--- src/sv/vector_normalize_top_assert.svh ---
// Assertion macros for the vector normalize RTL.
`ifndef VECTOR_NORMALIZE_TOP_ASSERT_SVH
`define VECTOR_NORMALIZE_TOP_ASSERT_SVH

// Same-cycle implication, checked out of reset.
`define VN_ASSERT_NOW(lbl, ante, cons, msg) \
    lbl: assert property (@(posedge i_clk) disable iff (!i_rst_n) (ante) |-> (cons)) \
        else $error(msg);

// Next-cycle implication, checked out of reset.
`define VN_ASSERT_NEXT(lbl, ante, cons, msg) \
    lbl: assert property (@(posedge i_clk) disable iff (!i_rst_n) (ante) |=> (cons)) \
        else $error(msg);

`endif

--- src/sv/vn_pkg.sv ---
// Shared widths, constants and item types for the vector normalize block.
package vn_pkg;

    localparam int COMP_BITS  = 16;
    localparam int FRAC_BITS  = 14;
    localparam int GUARD_BITS = 8;
    localparam int OUT_BITS   = 16;

    localparam int SUM_BITS  = 2 * COMP_BITS;
    localparam int RAD_BITS  = SUM_BITS + 2 * GUARD_BITS;
    localparam int ROOT_BITS = RAD_BITS / 2;
    localparam int REM_BITS  = ROOT_BITS + 2;
    localparam int MAG_BITS  = COMP_BITS;
    localparam int NUM_BITS  = MAG_BITS + FRAC_BITS + GUARD_BITS;
    localparam int QUO_BITS  = FRAC_BITS + 1;

    localparam int Q_DEPTH   = 4;
    localparam int Q_AW      = $clog2(Q_DEPTH);

    typedef struct packed {
        logic signed [COMP_BITS-1:0] x;
        logic signed [COMP_BITS-1:0] y;
        logic signed [COMP_BITS-1:0] z;
        logic [SUM_BITS-1:0]         sum;
        logic                        zero;
    } t_vec_item;

endpackage

--- src/sv/vn_fifo.sv ---
// Short item queue between the front end and the back end.
module vn_fifo (
    input  logic              i_clk,
    input  logic              i_rst_n,
    input  logic              i_push,
    input  vn_pkg::t_vec_item i_item,
    input  logic              i_pop,
    output vn_pkg::t_vec_item o_item,
    output logic              o_full,
    output logic              o_empty
);
    import vn_pkg::*;

    t_vec_item       r_mem [Q_DEPTH];
    logic [Q_AW-1:0] r_wp, r_rp;
    logic [Q_AW:0]   r_cnt;

    assign o_full  = (r_cnt == (Q_AW+1)'(Q_DEPTH));
    assign o_empty = (r_cnt == '0);
    assign o_item  = r_mem[r_rp];

    always_ff @(posedge i_clk) begin
        if (!i_rst_n) begin
            r_wp  <= '0;
            r_rp  <= '0;
            r_cnt <= '0;
        end else begin
            if (i_push) r_wp <= r_wp + 1'b1;
            if (i_pop)  r_rp <= r_rp + 1'b1;
            if (i_push && !i_pop)      r_cnt <= r_cnt + 1'b1;
            else if (!i_push && i_pop) r_cnt <= r_cnt - 1'b1;
        end
    end

    always_ff @(posedge i_clk) begin
        if (i_push) r_mem[r_wp] <= i_item;
    end

endmodule

--- config.mk ---
export PLATFORM = sky130hd
export DESIGN_NAME = vn_fifo
export DESIGN_NICKNAME = d
export VERILOG_FILES = /design/src/sv/vector_normalize_top_assert.svh /design/src/sv/vn_pkg.sv /design/src/sv/vn_fifo.sv
export SDC_FILE = /design/constraint.sdc
export NUM_CORES = 1
export LEC_CHECK = 0
export ABC_AREA = 1
export BUFFER_PORTS_ARGS = -buffer_cell sky130_fd_sc_hd__buf_4
export CORE_MARGIN = 2
export CORE_UTILIZATION = 45
export CTS_BUF_LIST = sky130_fd_sc_hd__clkbuf_2
export CTS_CLUSTER_SIZE = 30
export DETAILED_ROUTE_END_ITERATION = 10
export PLACE_DENSITY = 0.76
export SLEW_MARGIN = 15
export SYNTH_ARGS = -nofsm -noshare
export SYNTH_HDL_FRONTEND = slang
export SYNTH_SLANG_ARGS = --single-unit
--- constraint.sdc ---
create_clock -name i_clk -period 3.43 [get_ports i_clk]
set_clock_uncertainty 0.2 [all_clocks]
set_input_delay 0.1715 -clock i_clk [delete_from_list [all_inputs] [get_ports i_clk]]
set_output_delay 0.1715 -clock i_clk [all_outputs]
set_load 0.02 [all_outputs]
==> flow_summary.toml <==
[pwr]
vdd_drop_max_mv = 0.349
pwr_density_cell_mw_per_mm2 = 508
p_leak_nw = 5.98

[final_layout]
layout-area-overhead-vs-synth_pct = 31.5
instances_no_fill = 1652
regArea_mm2 = 0.00991
layout-drive-gt1-share = 0.257
nets = 1310
multi_input_area_mm2 = 0.00218
num-fill-cells = 2114

[yosys]
yosys_most_used_dff = "edfxtp_1"
synth_compound_area_frac = 0.109
synth_area_mm2 = 0.0125
synth_commonest_cells = "edfxtp_1 (324), o21ai_0 (148), nor2_1 (147)"
post-synth-top-area-cell = "edfxtp_1"
yosys.area_share.adder = 0.00659
synth_top_area_share = 0.777
synth_xor_area_frac = 0
ys_ff_latch = 333
netlist_top_cells_area = "edfxtp_1 (78%), o21ai_0 (5.9%), nor2_1 (4.4%)"
ys_warn_count = 0
ys_types = 23
synth_top_family_by_area = "compound AO/OA/AOI/OAI gates"
yosys.area_share.simple = 0.0584
synth_nets = 932
synth.area.mux_share = 0
synth_cells = 841
yosys.cell_count.top_type = "edfxtp_1"
synth-seq-area-share = 0.791
async_flop_share = 0
synth_edf_count = 324
syn_area_per_cell_um2 = 14.9

[grt]
grt_overflow_total = 0
grt_pass1_wl_mm = 44.6
antenna_found_initial = 1
grt_pass1_vias = 9040
grt_use_total = 0.199
grt_max_degree = 163

[route]
drc = 0
drt_iter0_drc = 578
routed_via_density = 5.18
wl_per_cell_um = 17.8
vias = 8561
postRouteAntennaNets = 0
drt_first_pass_iters = 8
routed_wl_mm = 29.4

[cts]
cts_max_level = 3
clock-sinks = 333
cts_tree = "done"
cts_resized = 0
root_buffer = "clkbuf_2"
clk_latency_ps = 820
cts_made_buffers = 81
clkSlewWorstSetupHoldPaths_ps = 100
clk_path_buf_depth = 3

[worst_setup_path]
worstPathArrival_ps = 2930
cp_max_fo = 162
slowest_delay_ps = 680
worstSetupPathType = "flip-flop to primary output"
crit_required_ps = 3060
end_kind = "primary output"
regToRegSetupSlack_ps = 940
path_cells = "inv_8 > o21ai_0 > o22ai_1 > buf_4"
crit_slowest_cell = "dfxtp_4"
crit_family = "flip-flops"
worstSetupStartpointType = "flip-flop"
critical_path_buf_inv_count = 2

[sta]
fmax_mhz = 303
period_minus_slack_ps = 3300
worstMarginPinSlew_ps = 1110
relSlewSlack = 0.258
tns_ps = 0
setup_violations = 0
drv_slew = 0
hold_viol = 0
rsz0062_at_grt = "false"
period_share = 0.962

[floorplanning]
io_pins = 168
core-area_mm2 = 0.0276
die_h_um = 171
start_util = 0.453
num_rows = 61
die-area_mm2 = 0.0292
die_x_um = 171

[outcome]
status = "completed"

[place]
post-place-cells = 1341
port_buffers = 167
hpwl_mm = 13.8
gp_congestion = 0.725

[hold_path]
hold_path.class = "flip-flop to flip-flop"

[run]
cap_violations = 0
## stage by stage
stage          hold slack [ps]  instance area (um^2)   util  total power [W]  worst slack [ps]
6_report                   248                 16500  0.596          0.00837               132
5_1_grt                    184                 16500  0.596          0.00879              68.6
4_1_cts                    182                 16500  0.595          0.00841              64.1
3_5_place_dp               173                 14000  0.508          0.00579               995
3_3_place_gp               172                 14000  0.508          0.00576              1110
2_1_floorplan             70.4                 12500      -          0.00535               638
## worst paths after layout
path | startpoint | endpoint | cells past startpoint
worst min-delay path | r_rp[1]$_SDFFE_PN0P_ | r_rp[1]$_SDFFE_PN0P_ | 1
worst max register to register | r_cnt[0]$_SDFFE_PN0P_ | r_cnt[2]$_SDFFE_PN0P_ | 8
worst min register to register | r_rp[1]$_SDFFE_PN0P_ | r_rp[1]$_SDFFE_PN0P_ | 1
worst max-delay path | flip-flop | o_item[54] | 4
## sequential cells by signal (all words and copies together) (netlist names), named ones only
register / cells
r_mem: 324
r_wp: 2
r_rp: 2
r_cnt: 3
## power by group
group          leakage, nW  internal, W  switching (W)
registers             3.05      0.00464      0.0000556
logic                 2.39     0.000495       0.000684
clock network        0.537     0.000981        0.00151
total                 5.98      0.00612        0.00225
## layout make-up
type	instances	area share
sequential	333	0.602
timing repair buffer	347	0.189
multi-input combinational	439	0.132
clock buffer	116	0.0352
tap	378	0.0287
clock inverter	21	0.00759
inverter	17	0.00524
antenna	1	0.000152
## per-layer routing
layer  global-route usage  wire length (um)  vias to the layer above
met3               0.0548              1970                       70
met1                0.224             11600                     4174
met4               0.0840               709                        0
met5                    0                 0                        -
li1                     -                 -                     3979
met2                0.355             15100                      338
## cells in the final DEF, fill, tap and decap left out, drive strengths merged
master,count
edfxtp,324
buf,175
dlygate4sd3,172
o21ai,168
nor2,167
clkbuf,116
o22ai,81
clkinv,18
inv,17
nand2,9
dfxtp,9
ha,5
a21oi,4
nor3,2
clkinvlp,2
diode,1
nand3,1
nand4,1
fa,1
bufinv,1
## repair_timing
action | in CTS | in global routing
endpoints found under the setup margin | 0 | 80
endpoints found under the hold margin | 523 | 0
hold buffers | 172 | 0
buffers inserted | 0 | 1
## cell families after synthesis
family | count (synthesis)
fa+ha+maj | 6
buf+inv | 69
compound gates | 253
simple gates | 180
flops | 333
No activity file was read; power rests on OpenSTA's default activity.
