**config.mk**
```make
export PLATFORM = sky130hd
export DESIGN_NAME = vn_front
export DESIGN_NICKNAME = d
export VERILOG_FILES = /design/src/sv/vector_normalize_top_assert.svh /design/src/sv/vn_pkg.sv /design/src/sv/vn_front.sv
export SDC_FILE = /design/constraint.sdc
export NUM_CORES = 2
export LEC_CHECK = 0
export ABC_AREA = 1
export BUFFER_PORTS_ARGS = -buffer_cell sky130_fd_sc_hd__buf_2
export CAP_MARGIN = 0
export CORE_MARGIN = 2
export CORE_UTILIZATION = 33
export CTS_CLUSTER_DIAMETER = 100
export DETAILED_ROUTE_END_ITERATION = 10
export PLACE_DENSITY = 0.51
export SETUP_SLACK_MARGIN = 0.02
export SLEW_MARGIN = 20
export SYNTH_ARGS = -nofsm -noshare
export SYNTH_HDL_FRONTEND = slang
export SYNTH_SLANG_ARGS = --single-unit
```
**constraint.sdc**
```tcl
create_clock -name i_clk -period 31.8 [get_ports i_clk]
set_clock_uncertainty 0.05 [all_clocks]
set_input_delay 9.54 -clock i_clk [delete_from_list [all_inputs] [get_ports i_clk]]
set_output_delay 9.54 -clock i_clk [all_outputs]
set_load 0.02 [all_outputs]
```
**src/sv/vector_normalize_top_assert.svh**
```systemverilog
// Assertion macros for the vector normalize RTL.
`ifndef VECTOR_NORMALIZE_TOP_ASSERT_SVH
`define VECTOR_NORMALIZE_TOP_ASSERT_SVH

// Same-cycle implication, checked out of reset.
`define VN_ASSERT_NOW(lbl, ante, cons, msg) \
    lbl: assert property (@(posedge i_clk) disable iff (!i_rst_n) (ante) |-> (cons)) \
        else $error(msg);

// Next-cycle implication, checked out of reset.
`define VN_ASSERT_NEXT(lbl, ante, cons, msg) \
    lbl: assert property (@(posedge i_clk) disable iff (!i_rst_n) (ante) |=> (cons)) \
        else $error(msg);

`endif

```
**src/sv/vn_pkg.sv**
```systemverilog
// Shared widths, constants and item types for the vector normalize block.
package vn_pkg;

    localparam int COMP_BITS  = 16;
    localparam int FRAC_BITS  = 14;
    localparam int GUARD_BITS = 8;
    localparam int OUT_BITS   = 16;

    localparam int SUM_BITS  = 2 * COMP_BITS;
    localparam int RAD_BITS  = SUM_BITS + 2 * GUARD_BITS;
    localparam int ROOT_BITS = RAD_BITS / 2;
    localparam int REM_BITS  = ROOT_BITS + 2;
    localparam int MAG_BITS  = COMP_BITS;
    localparam int NUM_BITS  = MAG_BITS + FRAC_BITS + GUARD_BITS;
    localparam int QUO_BITS  = FRAC_BITS + 1;

    localparam int Q_DEPTH   = 4;
    localparam int Q_AW      = $clog2(Q_DEPTH);

    typedef struct packed {
        logic signed [COMP_BITS-1:0] x;
        logic signed [COMP_BITS-1:0] y;
        logic signed [COMP_BITS-1:0] z;
        logic [SUM_BITS-1:0]         sum;
        logic                        zero;
    } t_vec_item;

endpackage

```
**src/sv/vn_front.sv**
```systemverilog
// Front end: accepts vectors, squares and sums components, flags zero vectors.
module vn_front (
    input  logic                              i_clk,
    input  logic                              i_rst_n,
    input  logic                              i_valid,
    output logic                              o_ready,
    input  logic signed [vn_pkg::COMP_BITS-1:0] i_comp_x,
    input  logic signed [vn_pkg::COMP_BITS-1:0] i_comp_y,
    input  logic signed [vn_pkg::COMP_BITS-1:0] i_comp_z,
    input  logic                              i_q_full,
    output logic                              o_push,
    output vn_pkg::t_vec_item                 o_item
);
    import vn_pkg::*;

    logic                        w_en;
    logic                        r_v1, r_v2;
    logic signed [COMP_BITS-1:0] r_cx, r_cy, r_cz;
    logic signed [SUM_BITS-1:0]  n_sx, n_sy, n_sz;
    logic [SUM_BITS-1:0]         r_sx, r_sy, r_sz;
    logic [SUM_BITS-1:0]         n_sum;
    t_vec_item                   r_item;

    assign w_en    = !(r_v2 && i_q_full);
    assign o_ready = w_en;
    assign o_push  = r_v2 && w_en;
    assign o_item  = r_item;

    assign n_sx  = i_comp_x * i_comp_x;
    assign n_sy  = i_comp_y * i_comp_y;
    assign n_sz  = i_comp_z * i_comp_z;
    assign n_sum = SUM_BITS'(r_sx + r_sy + r_sz);

    always_ff @(posedge i_clk) begin
        if (!i_rst_n) begin
            r_v1 <= 1'b0;
            r_v2 <= 1'b0;
        end else if (w_en) begin
            r_v1 <= i_valid;
            r_v2 <= r_v1;
        end
    end

    always_ff @(posedge i_clk) begin
        if (w_en) begin
            r_cx        <= i_comp_x;
            r_cy        <= i_comp_y;
            r_cz        <= i_comp_z;
            r_sx        <= SUM_BITS'(n_sx);
            r_sy        <= SUM_BITS'(n_sy);
            r_sz        <= SUM_BITS'(n_sz);
            r_item.x    <= r_cx;
            r_item.y    <= r_cy;
            r_item.z    <= r_cz;
            r_item.sum  <= n_sum;
            r_item.zero <= (n_sum == '0);
        end
    end

endmodule

```
==> results.txt <==
Startpoint types: input pin
GP Congestion: 0.871
Setup CP Type: input pin to primary output
Hpwl dp: 72,000 microns
Ys async rst share: 0%
Largest net degree at the start of global routing: 110
Core area: 112,000 sq um
Period utilization: 62.8%
Vias: 25,048
Final setup viols: 0
Final Hold Fails: 0
Status: completed
Vias in the first global route: 26,809
Mapped Area: 37,500 sq um
RSZ-0062 raised after global routing: no
Hold EP: o_item[79]
Final #Nets: 5,290
CP required: 22,210 ps
Worst slew margin: 56.8%
Post-Synth Adder-Cell Area: 49.2%
IO buf count: 134
Critical Path End Type: primary output
Die area: 116,000 sq um
H-tree depth: 1
Max clock buf depth: 3
RR Endpoint: o_item[0]
First drt pass iteration count: 6
Worst-Skew Late Latency: 610 ps
Cell variety after synth: 44
# diodes: 0
Compound-Gate Fraction of Synth Area: 3.50%
DRT iter0 DRCs: 1,196
Max Cap Violations: 0
Post-synth EDFFs: 219
Initial antenna violation count: 0
Post-cts sizing count: 0
Synth top area share: 39.2%
Most frequent cells in the layout: inv_1, nand2_1, fa_1, ha_1, edfxtp_1
Routed Antenna Nets: 0
Synth Area in Simple Gates: 12.1%
Sequential share of the synthesized area: 17.7%
Commonest non-fill, non-tap cell in the layout: inv_1
DRC: 0
Cells after Synth: 4,128
Wire per inst: 14.8 microns
Cells on worst reg2reg path: 14
Inserted Clock Buffers: 30
Mux cell area share after synthesis: 0%
Worst path bufs/invs: 2
Syn Area/Cell: 9.08 sq um
Fmax: 50.1 MHz
Setup TNS: 0 ps
CTS tree: built
Hold crit path type: flip-flop to flip-flop
Drt via density: 4.37
Fillers: 11,475
HP Start: r_cx[14]
Initial Utilization: 33.3%
Total Routing Usage GR: 15.3%
Row count: 123
First-pass GRT wire length: 142,000 microns
GR Overflow Total: 0
Clock-pin slew on the worst setup and hold paths: 60 ps
Warnings from Yosys: 0
Largest family of logic cells by synthesized area: adder cells
Boundary pin count: 135
Worst path most repeated cell: buf_2
Max Slew Vio Count: 0
Post-synth top area cell: fa_1
Critical path's top delay family: buffers and inverters
Synth-to-layout area growth: 8.84%
Ys flop type: edfxtp_1
Worst path arrival time: 10,380 ps
Share of cells above drive strength 1: 6.17%
Hold Crit Depth: 0
Worst-Margin Slew: 648 ps
#FFs+latches synth: 221
Min cycle time layout: 19,970 ps
R2R Setup Slk: 28,810 ps
Cts hold-fix bufs: 0
Clock sinks: 221
Post-CTS Repair Setup Buffers: 0
Die height: 341 microns
CP Cell Sequence: buf_2 -> nand2_4 -> buf_2
DIE WIDTH: 341 microns
Worst r2r src: r_sx[11]
CTS root buffer: clkbuf_16
Worst-path fanout max: 29
Largest cells by area after synthesis: fa_1, edfxtp_1, inv_1
Crit path from: i_q_full
Post-synthesis xor/xnor area fraction: 3.64%
Slowest stage delay, CP: 390 ps
Worst path slowest cell: nand2_4
Routed WL: 84,900 microns
## metal layers
layer	track usage (%)	vias to the layer above	share of wire, %
met5	0	-	0
met4	2.15	0	1.1
met3	1.36	31	3.6
met2	24.9	342	47
met1	22.5	12498	49
li1	-	12177	-
## stage by stage
step / cell area (sq um) / hold WS, ps / instances / setup slack, ps / utilization (%)
after floorplan: 37500 / 350 / 4130 / 7910 / -
after global placement: 39700 / 350 / 5671 / 11780 / 35.3
after detailed placement: 39700 / 355 / 5671 / 11780 / 35.3
after CTS: 40800 / 367 / 5727 / 11780 / 36.3
after global routing: 40800 / 370 / 5727 / 11740 / 36.3
final: 40800 / 365 / 5727 / 11830 / 36.3
## worst reg2reg max path, cell delays in order, from the launching register on
cell	delay, ps
edfxtp_1	440
fa_1	500
ha_1	440
nand2_2	120
nor2_4	160
nand3_1	100
nand3_2	140
nand2_1	90
nand2_1	60
nand2_1	40
nand2_1	240
nand2_1	100
nor2_1	120
nand2_1	70
nor3_2	150
## sequential cells by signal, summed over array words and instances, names as in the netlist
signal,flops
o_item,81
r_cx,16
r_cy,16
r_cz,16
r_sx,30
r_sy,30
r_sz,30
r_v1,1
r_v2,1
## worst max-delay path by stage
stage	end	slack, ps	depth (start not counted)
2_1_floorplan	o_ready	7910	1
3_3_place_gp	o_ready	11780	3
3_5_place_dp	o_ready	11780	3
4_1_cts	o_ready	11780	3
5_1_grt	o_ready	11740	3
6_report	o_ready	11830	3
## cell type report
class | count | area [sq um] | share of cell area (%)
Clock buffer | 32 | 790 | 1.94
Clock inverter | 24 | 285 | 0.699
Inverter | 1286 | 4830 | 11.8
Multi-Input combinational cell | 2527 | 25700 | 63.0
Sequential cell | 221 | 6620 | 16.2
Tap cell | 1500 | 1880 | 4.60
Timing Repair Buffer | 137 | 706 | 1.73
## cell families after synthesis
kind of cell / count (synthesis)
buffers and inverters: 1382
AND/OR/NAND/NOR: 1107
adder cells (fa/ha/maj): 1035
AO/OA/AOI/OAI: 227
flip-flops: 221
XOR/XNOR: 155
other: 1
## cell usage after synthesis, types with 3 or more instances
library cell	number
a21boi_0	3
a21o_1	10
a21oi_1	120
a221oi_1	3
a31o_2	8
a31oi_1	4
clkbuf_1	94
clkinv_1	3
edfxtp_1	219
fa_1	733
ha_1	302
inv_1	1275
inv_2	8
nand2_1	794
nand2_2	17
nand3_1	67
nand3_2	5
nand3b_1	8
nand4_1	20
nor2_1	143
nor2_2	7
nor2_4	4
nor3_1	21
nor4_1	7
o21ai_0	44
o21ai_1	3
o21ai_2	3
o21bai_1	20
or2_2	9
xnor2_1	63
xor2_1	91
Power is not shown: default switching activity piles up to over one toggle a cycle in this logic, so the estimate is an artifact.
