--- config.mk ---
export PLATFORM = sky130hd
export DESIGN_NAME = vn_sqrt
export DESIGN_NICKNAME = d
export VERILOG_FILES = /design/src/sv/vector_normalize_top_assert.svh /design/src/sv/vn_pkg.sv /design/src/sv/vn_sqrt.sv
export SDC_FILE = /design/constraint.sdc
export NUM_CORES = 2
export LEC_CHECK = 0
export CAP_MARGIN = 20
export CORE_MARGIN = 8
export CORE_UTILIZATION = 60
export CTS_BUF_LIST = sky130_fd_sc_hd__clkbuf_8
export CTS_CLUSTER_SIZE = 24
export DETAILED_ROUTE_END_ITERATION = 8
export DONT_BUFFER_PORTS = 1
export HOLD_SLACK_MARGIN = 0.08
export PLACE_DENSITY = 0.83
export RECOVER_POWER = 100
export REMOVE_ABC_BUFFERS = 1
export SLEW_MARGIN = 20
export SYNTH_ARGS = -nofsm -noshare
export SYNTH_HDL_FRONTEND = slang
export SYNTH_SLANG_ARGS = --single-unit
--- constraint.sdc ---
create_clock -name i_clk -period 5.1 [get_ports i_clk]
set_clock_uncertainty 0.15 [all_clocks]
set_input_delay 1.02 -clock i_clk [delete_from_list [all_inputs] [get_ports i_clk]]
set_output_delay 1.02 -clock i_clk [all_outputs]
set_load 0.1 [all_outputs]
--- src/sv/vector_normalize_top_assert.svh ---
// Assertion macros for the vector normalize RTL.
`ifndef VECTOR_NORMALIZE_TOP_ASSERT_SVH
`define VECTOR_NORMALIZE_TOP_ASSERT_SVH

// Same-cycle implication, checked out of reset.
`define VN_ASSERT_NOW(lbl, ante, cons, msg) \
    lbl: assert property (@(posedge i_clk) disable iff (!i_rst_n) (ante) |-> (cons)) \
        else $error(msg);

// Next-cycle implication, checked out of reset.
`define VN_ASSERT_NEXT(lbl, ante, cons, msg) \
    lbl: assert property (@(posedge i_clk) disable iff (!i_rst_n) (ante) |=> (cons)) \
        else $error(msg);

`endif

--- src/sv/vn_pkg.sv ---
// Shared widths, constants and item types for the vector normalize block.
package vn_pkg;

    localparam int COMP_BITS  = 16;
    localparam int FRAC_BITS  = 14;
    localparam int GUARD_BITS = 8;
    localparam int OUT_BITS   = 16;

    localparam int SUM_BITS  = 2 * COMP_BITS;
    localparam int RAD_BITS  = SUM_BITS + 2 * GUARD_BITS;
    localparam int ROOT_BITS = RAD_BITS / 2;
    localparam int REM_BITS  = ROOT_BITS + 2;
    localparam int MAG_BITS  = COMP_BITS;
    localparam int NUM_BITS  = MAG_BITS + FRAC_BITS + GUARD_BITS;
    localparam int QUO_BITS  = FRAC_BITS + 1;

    localparam int Q_DEPTH   = 4;
    localparam int Q_AW      = $clog2(Q_DEPTH);

    typedef struct packed {
        logic signed [COMP_BITS-1:0] x;
        logic signed [COMP_BITS-1:0] y;
        logic signed [COMP_BITS-1:0] z;
        logic [SUM_BITS-1:0]         sum;
        logic                        zero;
    } t_vec_item;

endpackage

--- src/sv/vn_sqrt.sv ---
// Pipelined integer square root of the guarded sum, one root bit per stage.
module vn_sqrt (
    input  logic                          i_clk,
    input  logic                          i_rst_n,
    input  logic                          i_adv,
    input  logic                          i_valid,
    input  vn_pkg::t_vec_item             i_item,
    output logic                          o_valid,
    output vn_pkg::t_vec_item             o_item,
    output logic [vn_pkg::ROOT_BITS-1:0]  o_root
);
    import vn_pkg::*;

    logic                 r_v    [ROOT_BITS+1];
    t_vec_item            r_it   [ROOT_BITS+1];
    logic [REM_BITS-1:0]  r_rem  [ROOT_BITS+1];
    logic [ROOT_BITS-1:0] r_root [ROOT_BITS+1];

    always_ff @(posedge i_clk) begin
        if (!i_rst_n) begin
            r_v[0] <= 1'b0;
        end else if (i_adv) begin
            r_v[0] <= i_valid;
        end
    end

    always_ff @(posedge i_clk) begin
        if (i_adv) begin
            r_it[0]   <= i_item;
            r_rem[0]  <= '0;
            r_root[0] <= '0;
        end
    end

    for (genvar k = 0; k < ROOT_BITS; k++) begin : g_stage
        localparam int P = ROOT_BITS - 1 - k;
        logic [RAD_BITS-1:0]  w_rad;
        logic [REM_BITS-1:0]  w_sh, w_trial;
        logic [REM_BITS-1:0]  n_rem;
        logic [ROOT_BITS-1:0] n_root;

        always_comb begin
            w_rad   = {r_it[k].sum, {(2*GUARD_BITS){1'b0}}};
            w_sh    = {r_rem[k][REM_BITS-3:0], w_rad[2*P+1 -: 2]};
            w_trial = {r_root[k], 2'b01};
            if (w_sh >= w_trial) begin
                n_rem  = w_sh - w_trial;
                n_root = {r_root[k][ROOT_BITS-2:0], 1'b1};
            end else begin
                n_rem  = w_sh;
                n_root = {r_root[k][ROOT_BITS-2:0], 1'b0};
            end
        end

        always_ff @(posedge i_clk) begin
            if (!i_rst_n) begin
                r_v[k+1] <= 1'b0;
            end else if (i_adv) begin
                r_v[k+1] <= r_v[k];
            end
        end

        always_ff @(posedge i_clk) begin
            if (i_adv) begin
                r_it[k+1]   <= r_it[k];
                r_rem[k+1]  <= n_rem;
                r_root[k+1] <= n_root;
            end
        end
    end

    assign o_valid = r_v[ROOT_BITS];
    assign o_item  = r_it[ROOT_BITS];
    assign o_root  = r_root[ROOT_BITS];

endmodule

==> results.ini <==
[route]
vias = 50734
route.detailed.wl_per_inst_um = 17.2
drtPass1Iterations = 6
routed_via_density = 5.40
wl_um = 161000
first_iter_violations = 3475
ant_nets = 0
drc = 0

[synth]
ys_types = 98
ys.flop_type = edfxtp_1
postSynthCellCount = 6285
synth_top_cell_by_area = edfxtp_1
synth-async-reset-ratio = 0
ys_warn_count = 0
ys_ff_latch = 2865
synth_top_cell_area_share = 0.793
netlist_area_mm2 = 0.108
syn_area_per_cell_um2 = 17.3
synthTopCellsByArea = edfxtp_1, ha_1, xor2_1
synth_edf_count = 2864
synth_seq_area_share = 0.793

[clock_tree]
clock_latency_ps = 1050
cts_resized = 0
cts_max_level = 5
cts_max_path_buffers = 4
clockRootBuffer = clkbuf_8
cts_num_sinks = 2865
cts_tree = built
clk_pin_slew_worst_paths_ps = 60
cts_made_buffers = 444

[worst_setup_path]
cp_data_arrival_time_ps = 5370
required_ps = 5600
start_kind = input port
cp-end-kind = register
path_class = in -> reg
ff2ff_setup_slack_ps = 310
cp_max_fo = 206

[flow_run]
drv_cap = 8

[global_routing]
grt_usage = 0.162
grt_pass1_wl_um = 255000
grt_pass1_vias = 50571
grt_overflow = 0
antenna_found_initial = 9
grt_max_degree = 253

[floorplanning]
rows = 156
fp.dieH_um = 441
core-area_mm2 = 0.180
io-pin-count = 191
dieWidth_um = 441
start_util = 0.602
dieArea_mm2 = 0.195

[power_and_ir_drop]
power_w = 0.0516
p_per_area_mw_per_mm2 = 431
power_leakage_nw = 43.7
max-vdd-ir-drop_uv = 290

[sta]
hold_viol = 0
finalSetupViolCount = 0
relSlewSlack = -2.25
tightestPinTransition_ps = 4880
period_needed_ps = 4870
rsz0062_at_grt = false
fmax_ghz = 0.205
final_max_slew_viol_count = 527
timing.final.crit_share = 0.956

[final_layout]
syn2layout_area_growth_pct = 10.3
layout.nets = 7104
drive_above_1_share = 0.0932
fin_cells = 9391

[placement]
dp_hpwl_um = 103000
place_congestion = 0.916
dp_cells = 8537
numPortBuffers = 0

[run_status]
violations = capacitance limit, slew limit
status = complete, but fails checks

[min_path]
hold_class = reg -> reg

[timing repair]
action                                 CTS  global route
buffers inserted                         0             0
setup endpoints to repair                0           120
hold buffers                            84             0
endpoints found under the hold margin  207             0
[worst paths after layout]
path	startpoint	endpoint	cells after the start
hold reg to reg	r_it[0][987]	r_it[0][1068]	0
hold / removal	r_it[0][987]	r_it[0][1068]	0
setup / recovery	i_adv	r_it[0][1238]	7
setup reg to reg	r_it[0][1216]	r_rem[2][5]	10
[cell type report]
cell class,instances,area (um^2)
Antenna cell,2,5.00
Clock buffer,449,6180
Clock inverter,314,1650
Fill cell,11597,60600
Inverter,411,1540
Multi-Input combinational cell,2857,19900
Sequential cell,2865,86000
Tap cell,2370,2970
Timing Repair Buffer,123,1360
[sequential cells by signal, summed over array words and instances (netlist names)]
name,flops
r_it,2025
r_rem,522
r_root,293
r_v,25
[per-layer routing]
layer	track usage	routed length, um
met1	0.191	65200
met2	0.286	82900
met3	0.0368	7840
met4	0.0693	5330
met5	0	0
[power by group]
group	total, W	internal [W]	switching (W)
Sequential	0.0296	0.0284	0.00126
Clock	0.0168	0.00878	0.00806
Combinational	0.00513	0.00218	0.00295
[cells in the mapped netlist (all sizes together), types with 31 or more instances]
library cell and instances:
a211oi 31, a21o 98, a21oi 233, and3 45, buf 102, clkbuf 50, edfxtp 2864, ha 310
inv 411, mux2 69, nand2 289, nand2b 39, nand3 73, nand4 33, nor2 277, nor2b 43
nor3 118, nor4 64, o21a 78, o21ai 247, o31ai 54, or3 49, xnor2 184, xor2 186
[placed cells by master, fill, tap and decap left out, types with 45 or more instances in the layout]
cell type	Yosys	layout
o21a_1	78	78
nor4_1	62	63
nor2_1	276	277
edfxtp_1	2864	2864
ha_1	310	310
nor3_1	115	116
o21ai_0	241	245
o31ai_1	54	54
nand3_1	73	73
inv_1	407	548
or3_1	48	48
a21oi_1	232	233
clkinv_1	0	105
nand2_1	289	289
and3_1	45	45
dlygate4sd3_1	0	83
xnor2_1	184	184
clkinv_2	0	46
mux2_2	66	62
clkbuf_8	0	449
a21o_1	98	98
xor2_1	186	186
[kinds of logic (layout without fill, tap and decap cells)]
group / count (synthesis) / count (layout) / share of synthesized area
flip-flops: 2865 / 2865 / 0.793
AND/OR/NAND/NOR: 1170 / 1170 / 0.0547
AO/OA/AOI/OAI: 923 / 923 / 0.0545
buffers and inverters: 563 / 1297 / 0.0226
XOR/XNOR: 370 / 370 / 0.0299
adder cells (fa/ha/maj): 317 / 317 / 0.0371
multiplexers: 76 / 76 / 0.00781
other: 1 / 3 / 0.0000346
[critical path, cell delays in order]
cell	delay [ps]
buf_16	570
buf_16	570
buf_16	490
buf_16	460
buf_16	500
buf_16	380
buf_16	520
[through the flow]
step / setup TNS, ps / hold WS [ps] / setup slack [ps] / cell area (um^2) / utilization
final: 0 / 217 / 227 / 120000 / 0.664
after global routing: 0 / 219 / 18.4 / 120000 / 0.664
after CTS: 0 / 107 / 298 / 120000 / 0.665
after detailed placement: -302300 / 255 / -933 / 111000 / 0.617
after global placement: -178350 / 250 / -387 / 111000 / 0.616
after floorplan: 0 / 250 / 1050 / 108000 / -
(Power assumes the default switching activity.)
