==> config.mk <==
export PLATFORM = sky130hd
export DESIGN_NAME = vn_div
export DESIGN_NICKNAME = d
export VERILOG_FILES = /design/src/sv/vector_normalize_top_assert.svh /design/src/sv/vn_pkg.sv /design/src/sv/vn_div.sv
export SDC_FILE = /design/constraint.sdc
export NUM_CORES = 2
export LEC_CHECK = 0
export BUFFER_PORTS_ARGS = -buffer_cell sky130_fd_sc_hd__buf_2
export CORE_MARGIN = 2
export CORE_UTILIZATION = 40
export CTS_CLUSTER_DIAMETER = 50
export DETAILED_ROUTE_END_ITERATION = 16
export PLACE_DENSITY = 0.65
export RECOVER_POWER = 50
export SLEW_MARGIN = 20
export SYNTH_ARGS = -nofsm -noshare
export SYNTH_HDL_FRONTEND = slang
export SYNTH_SLANG_ARGS = --single-unit
==> constraint.sdc <==
create_clock -name i_clk -period 7.3 [get_ports i_clk]
set_input_delay 0.365 -clock i_clk [delete_from_list [all_inputs] [get_ports i_clk]]
set_output_delay 0.365 -clock i_clk [all_outputs]
set_load 0.05 [all_outputs]
==> src/sv/vector_normalize_top_assert.svh <==
// Assertion macros for the vector normalize RTL.
`ifndef VECTOR_NORMALIZE_TOP_ASSERT_SVH
`define VECTOR_NORMALIZE_TOP_ASSERT_SVH

// Same-cycle implication, checked out of reset.
`define VN_ASSERT_NOW(lbl, ante, cons, msg) \
    lbl: assert property (@(posedge i_clk) disable iff (!i_rst_n) (ante) |-> (cons)) \
        else $error(msg);

// Next-cycle implication, checked out of reset.
`define VN_ASSERT_NEXT(lbl, ante, cons, msg) \
    lbl: assert property (@(posedge i_clk) disable iff (!i_rst_n) (ante) |=> (cons)) \
        else $error(msg);

`endif

==> src/sv/vn_pkg.sv <==
// Shared widths, constants and item types for the vector normalize block.
package vn_pkg;

    localparam int COMP_BITS  = 16;
    localparam int FRAC_BITS  = 14;
    localparam int GUARD_BITS = 8;
    localparam int OUT_BITS   = 16;

    localparam int SUM_BITS  = 2 * COMP_BITS;
    localparam int RAD_BITS  = SUM_BITS + 2 * GUARD_BITS;
    localparam int ROOT_BITS = RAD_BITS / 2;
    localparam int REM_BITS  = ROOT_BITS + 2;
    localparam int MAG_BITS  = COMP_BITS;
    localparam int NUM_BITS  = MAG_BITS + FRAC_BITS + GUARD_BITS;
    localparam int QUO_BITS  = FRAC_BITS + 1;

    localparam int Q_DEPTH   = 4;
    localparam int Q_AW      = $clog2(Q_DEPTH);

    typedef struct packed {
        logic signed [COMP_BITS-1:0] x;
        logic signed [COMP_BITS-1:0] y;
        logic signed [COMP_BITS-1:0] z;
        logic [SUM_BITS-1:0]         sum;
        logic                        zero;
    } t_vec_item;

endpackage

==> src/sv/vn_div.sv <==
// Pipelined three-lane restoring divide, saturation and sign, output register.
module vn_div (
    input  logic                                i_clk,
    input  logic                                i_rst_n,
    input  logic                                i_adv,
    input  logic                                i_valid,
    input  vn_pkg::t_vec_item                   i_item,
    input  logic [vn_pkg::ROOT_BITS-1:0]        i_root,
    output logic                                o_valid,
    output logic signed [vn_pkg::OUT_BITS-1:0]  o_unit_x,
    output logic signed [vn_pkg::OUT_BITS-1:0]  o_unit_y,
    output logic signed [vn_pkg::OUT_BITS-1:0]  o_unit_z,
    output logic                                o_zero_input
);
    import vn_pkg::*;

    localparam logic [QUO_BITS-1:0] ONE = QUO_BITS'(1) << FRAC_BITS;

    logic                 r_v    [QUO_BITS+1];
    logic                 r_zero [QUO_BITS+1];
    logic [ROOT_BITS-1:0] r_den  [QUO_BITS+1];
    logic [2:0]           r_neg  [QUO_BITS+1];
    logic [NUM_BITS-1:0]  r_rem  [QUO_BITS+1][3];
    logic [QUO_BITS-1:0]  r_quo  [QUO_BITS+1][3];

    logic signed [COMP_BITS-1:0] w_c   [3];
    logic [MAG_BITS-1:0]         w_mag [3];
    logic [QUO_BITS-1:0]         w_sat [3];
    logic [OUT_BITS-1:0]         n_out [3];

    logic                        r_ov, r_oz;
    logic [OUT_BITS-1:0]         r_out [3];

    assign w_c[0] = i_item.x;
    assign w_c[1] = i_item.y;
    assign w_c[2] = i_item.z;

    always_comb begin
        for (int l = 0; l < 3; l++) begin
            w_mag[l] = w_c[l][COMP_BITS-1] ? MAG_BITS'(~w_c[l] + 1'b1)
                                           : MAG_BITS'(w_c[l]);
        end
    end

    always_ff @(posedge i_clk) begin
        if (!i_rst_n) begin
            r_v[0] <= 1'b0;
        end else if (i_adv) begin
            r_v[0] <= i_valid;
        end
    end

    always_ff @(posedge i_clk) begin
        if (i_adv) begin
            r_zero[0] <= i_item.zero;
            r_den[0]  <= i_root;
            for (int l = 0; l < 3; l++) begin
                r_neg[0][l] <= w_c[l][COMP_BITS-1];
                r_rem[0][l] <= {w_mag[l], {(FRAC_BITS+GUARD_BITS){1'b0}}};
                r_quo[0][l] <= '0;
            end
        end
    end

    for (genvar k = 0; k < QUO_BITS; k++) begin : g_stage
        localparam int J = QUO_BITS - 1 - k;
        logic [NUM_BITS:0]   w_d;
        logic [NUM_BITS-1:0] n_rem [3];
        logic [QUO_BITS-1:0] n_quo [3];

        always_comb begin
            w_d = (NUM_BITS+1)'(r_den[k]) << J;
            for (int l = 0; l < 3; l++) begin
                n_rem[l] = r_rem[k][l];
                n_quo[l] = r_quo[k][l];
                if ((NUM_BITS+1)'(r_rem[k][l]) >= w_d) begin
                    n_rem[l]    = NUM_BITS'((NUM_BITS+1)'(r_rem[k][l]) - w_d);
                    n_quo[l][J] = 1'b1;
                end
            end
        end

        always_ff @(posedge i_clk) begin
            if (!i_rst_n) begin
                r_v[k+1] <= 1'b0;
            end else if (i_adv) begin
                r_v[k+1] <= r_v[k];
            end
        end

        always_ff @(posedge i_clk) begin
            if (i_adv) begin
                r_zero[k+1] <= r_zero[k];
                r_den[k+1]  <= r_den[k];
                r_neg[k+1]  <= r_neg[k];
                for (int l = 0; l < 3; l++) begin
                    r_rem[k+1][l] <= n_rem[l];
                    r_quo[k+1][l] <= n_quo[l];
                end
            end
        end
    end

    // clamp the small rounding overshoot, then apply the sign
    always_comb begin
        for (int l = 0; l < 3; l++) begin
            w_sat[l] = (r_quo[QUO_BITS][l] > ONE) ? ONE : r_quo[QUO_BITS][l];
            if (r_zero[QUO_BITS])
                n_out[l] = '0;
            else if (r_neg[QUO_BITS][l])
                n_out[l] = OUT_BITS'(~OUT_BITS'(w_sat[l]) + 1'b1);
            else
                n_out[l] = OUT_BITS'(w_sat[l]);
        end
    end

    always_ff @(posedge i_clk) begin
        if (!i_rst_n) begin
            r_ov <= 1'b0;
        end else if (i_adv) begin
            r_ov <= r_v[QUO_BITS];
        end
    end

    always_ff @(posedge i_clk) begin
        if (i_adv) begin
            r_oz <= r_zero[QUO_BITS];
            for (int l = 0; l < 3; l++) r_out[l] <= n_out[l];
        end
    end

    assign o_valid      = r_ov;
    assign o_zero_input = r_oz;
    assign o_unit_x     = r_out[0];
    assign o_unit_y     = r_out[1];
    assign o_unit_z     = r_out[2];

endmodule

==> run metrics <==
outcome complete, but fails checks; violated checks max-capacitance violations, max-slew violations; floorplan die area 339000 µm²; count of TritonRoute iterations in the first routing pass 6; number of register bits inferred by synthesis 2179; highest achievable clock rate 0.176 GHz; worst clock skew 0.0420 ns; power density relative to cell area a little over 400 nW/µm²; CP Buf/Inv Count 4; fillers 30900; reg-to-reg setup timing slack between 2 and 2.5 ns; Detail Route Antenna Nets 0; depth of the worst register-to-register path 12; effective utilization at floorplan 40.1%; total I/O pin count between 150 and 200; final-report hold violation count 0; CTS tree yes; global-route track usage on met1 22.2%; unrepaired setup endpoints after global routing false; wire per inst 21.1 µm; series of cell instances along the critical path dlygate4sd3_1 -> clkbuf_1 -> buf_12 -> buf_4; clock slew seen by the registers of the worst setup and hold paths 0.05 ns; Worst Hold Class input port to flop; fraction of layout cells with a size suffix above 1 7.63%; type of the worst setup path input port to flop; Max VDD drop around 210 µV; Area contributors post-synth sky130_fd_sc_hd__edfxtp_1 49%, sky130_fd_sc_hd__ha_1 9.9%, sky130_fd_sc_hd__xnor2_1 4.4%; wire length reported by the detailed router 370000 µm; final weighted congestion of routability-driven global placement 0.956; number of distinct library cells after synthesis 102; via count of the routed design 94300; Final period util between 70% and 80%; Top FF cell, synth sky130_fd_sc_hd__edfxtp_1; number of enable-type register cells in the synthesized netlist 2177; Core Region 333000 µm²; share of Yosys cell area claimed by the top area cell type roughly half; kind of capture point of the worst setup path flop; min cycle time layout 5.70 ns; XOR/XNOR share of the synthesized area approximately 7.6%; average cell area after synthesis 10.7 µm²; cell chosen for the clock root sky130_fd_sc_hd__clkbuf_16; # port buffers about 130; Worst-Skew Late Latency ~0.90 ns; number of buffers created by CTS around 300; first-pass GRT wire length 560000 µm; final core utilization 45.3%; Ys Warns 0; Worst Path Arrival 6.19 ns; MaxCap Viol Count 2; final setup TNS 0 ns; asr flop ratio synth 0%; combined global-route utilization of all metal layers between 20% and 30%; share of synthesized cell area in full adder, half adder and majority cells a little over a tenth; detailed-route vias per instance between 5 and 6; Simple-Gate Fraction of Synth Area 12.6%; static leakage power 0.0583 µW; critical path's largest stage delay approximately 3.9 ns; global route total overflow 0; x dimension of the die roughly 580 µm; CTS-repair resized insts 0; maximum fanout along the worst path 116; area leader, netlist sky130_fd_sc_hd__edfxtp_1; antenna violations before repair 7; number of levels the H-tree was split into 5; number of cells produced by synthesis approximately 13000; met3 usage 1.93%; hold path depth 4; required time of the critical path 7.79 ns; post-detail-place hpwl 296000 µm; Post-Syn Nets about 14000; combinational family with the most area after synthesis compound AO/OA/AOI/OAI gates; minimum hold slack 0.106 ns; synthesized-area fraction occupied by ao, oa, aoi and oai cells between 15 and 20%; worst slew margin relative to its limit -282%; total setup violations reported at the end of the flow 0; TritonCTS Sinks between 2000 and 2500; total standard cell area after synthesis around 130000 µm²; net total in the final layout 14100; via count of the first global-routing pass about 96000; y dimension of the die between 500 and 600 µm; mux share of post-synthesis cell area 2.00%; area added between synthesis and finish 12.9%; measured slew at the worst slew-check pin roughly 5.7 ns; GR met2 Demand/Resource 39.8%; DRC marker count from the first detailed-route iteration between 5000 and 6000; Seq/Total Area, Yosys 48.9%; most heavily used metal layer in global routing met2; number of pins exceeding their max-slew limit in the final report 131; buffer levels on the longest clock path 4; WP depth 4; site row count roughly 210; commonest non-fill, non-tap cell in the layout sky130_fd_sc_hd__edfxtp_1; cell type of the slowest stage on the worst timing path sky130_fd_sc_hd__clkbuf_1; crit path launch type input port; most used cells in the layout excluding fill and tap cells 2177 x sky130_fd_sc_hd__edfxtp_1, 1121 x sky130_fd_sc_hd__a21oi_1, 1060 x sky130_fd_sc_hd__ha_1; maximum number of pins on one net before global-route repair 164; DRC errors left 0; Top Family by Delay on Critical Path buffers and inverters
==> kinds of logic after synthesis <==
family / Yosys count
simple gates: 3512
compound gates: 3419
flops: 2179
xor+xnor: 1156
fa+ha+maj: 1099
buf+inv: 923
mux: 238
==> cells in the mapped netlist, drive strengths merged, types with 16 or more instances <==
library cell / count
and4: 26
nand2b: 196
a31oi: 90
mux2: 230
buf: 67
nand2: 1025
nor4: 112
fa: 39
edfxtp: 2177
nand3b: 22
o21ai: 917
nor3: 238
and3: 75
nand4b: 16
a21oi: 1124
or4: 46
a311oi: 19
nor3b: 17
o2111ai: 18
ha: 1060
o21bai: 101
xor2: 486
o31a: 22
nand4: 146
o41ai: 34
a31o: 20
o21a: 129
inv: 642
a41oi: 16
nor2: 941
or3: 102
a211oi: 82
o211ai: 47
a2111oi: 31
a21boi: 49
o31ai: 87
clkbuf: 214
a221oi: 21
nor2b: 180
xnor2: 670
nand3: 231
or2: 50
a211o: 26
and2: 61
a21o: 474
==> registers in the layout, summed over array words and instances (netlist names) <==
name / count
r_rem: 1329
r_den: 360
r_quo: 360
r_neg: 48
r_out: 48
r_v: 16
r_zero: 16
o_valid: 1
o_zero_input: 1
==> stage by stage <==
stage | power, µW | instances | cell area, µm² | setup slack, ns
after floorplan | 40100 | 12500 | 134000 | 3.64
after global placement | 47800 | 16900 | 140000 | 2.35
after detailed placement | 47900 | 16900 | 140000 | 2.15
after CTS | 62900 | 17500 | 151000 | 2.14
after global routing | 66800 | 17500 | 151000 | 1.03
final | 62700 | 17500 | 151000 | 1.60
==> report_power, final <==
part	total [µW]	switching, µW	internal, µW	leakage (µW)
Combinational	26600	15500	11100	0.0324
Sequential	21500	2510	19000	0.0210
Clock	14700	5740	8940	0.00488
Total	62700	23700	39000	0.0583
==> final timing paths <==
check,end,start
setup reg to reg,r_rem[0][622],r_den[0][96]
hold reg to reg,r_quo[1][12],r_quo[0][327]
hold / removal,r_rem[0][101],i_item[66]
setup / recovery,r_den[0][0],i_adv
==> worst min-delay path, cell delays in order <==
cell and delay [ns]:
sky130_fd_sc_hd__buf_2 0.09, sky130_fd_sc_hd__nor3_1 0.05, sky130_fd_sc_hd__nand2b_1 0.15, sky130_fd_sc_hd__xnor2_1 0.16
==> final cells by class <==
type | count | area [µm²] | area share (%)
antenna | 15 | 37.5 | 0.0249
clock buffer | 343 | 7830 | 5.19
clock inverter | 200 | 2270 | 1.50
inverter | 642 | 2410 | 1.60
multi-input combinational | 9424 | 65000 | 43.0
sequential | 2179 | 65400 | 43.3
tap | 4387 | 5490 | 3.64
timing repair buffer | 326 | 2490 | 1.65
==> routing by layer <==
layer,up-vias,share of wire [%]
met5,-,0
met4,0,9.2
met3,963,2.7
met2,2031,51
met1,44100,37
li1,47300,-
==> what timing repair did <==
action,in CTS,in global routing
setup buffers,0,0
hold buffers,108,0
endpoints found under the hold margin,105,0
(Power assumes the default switching activity.)
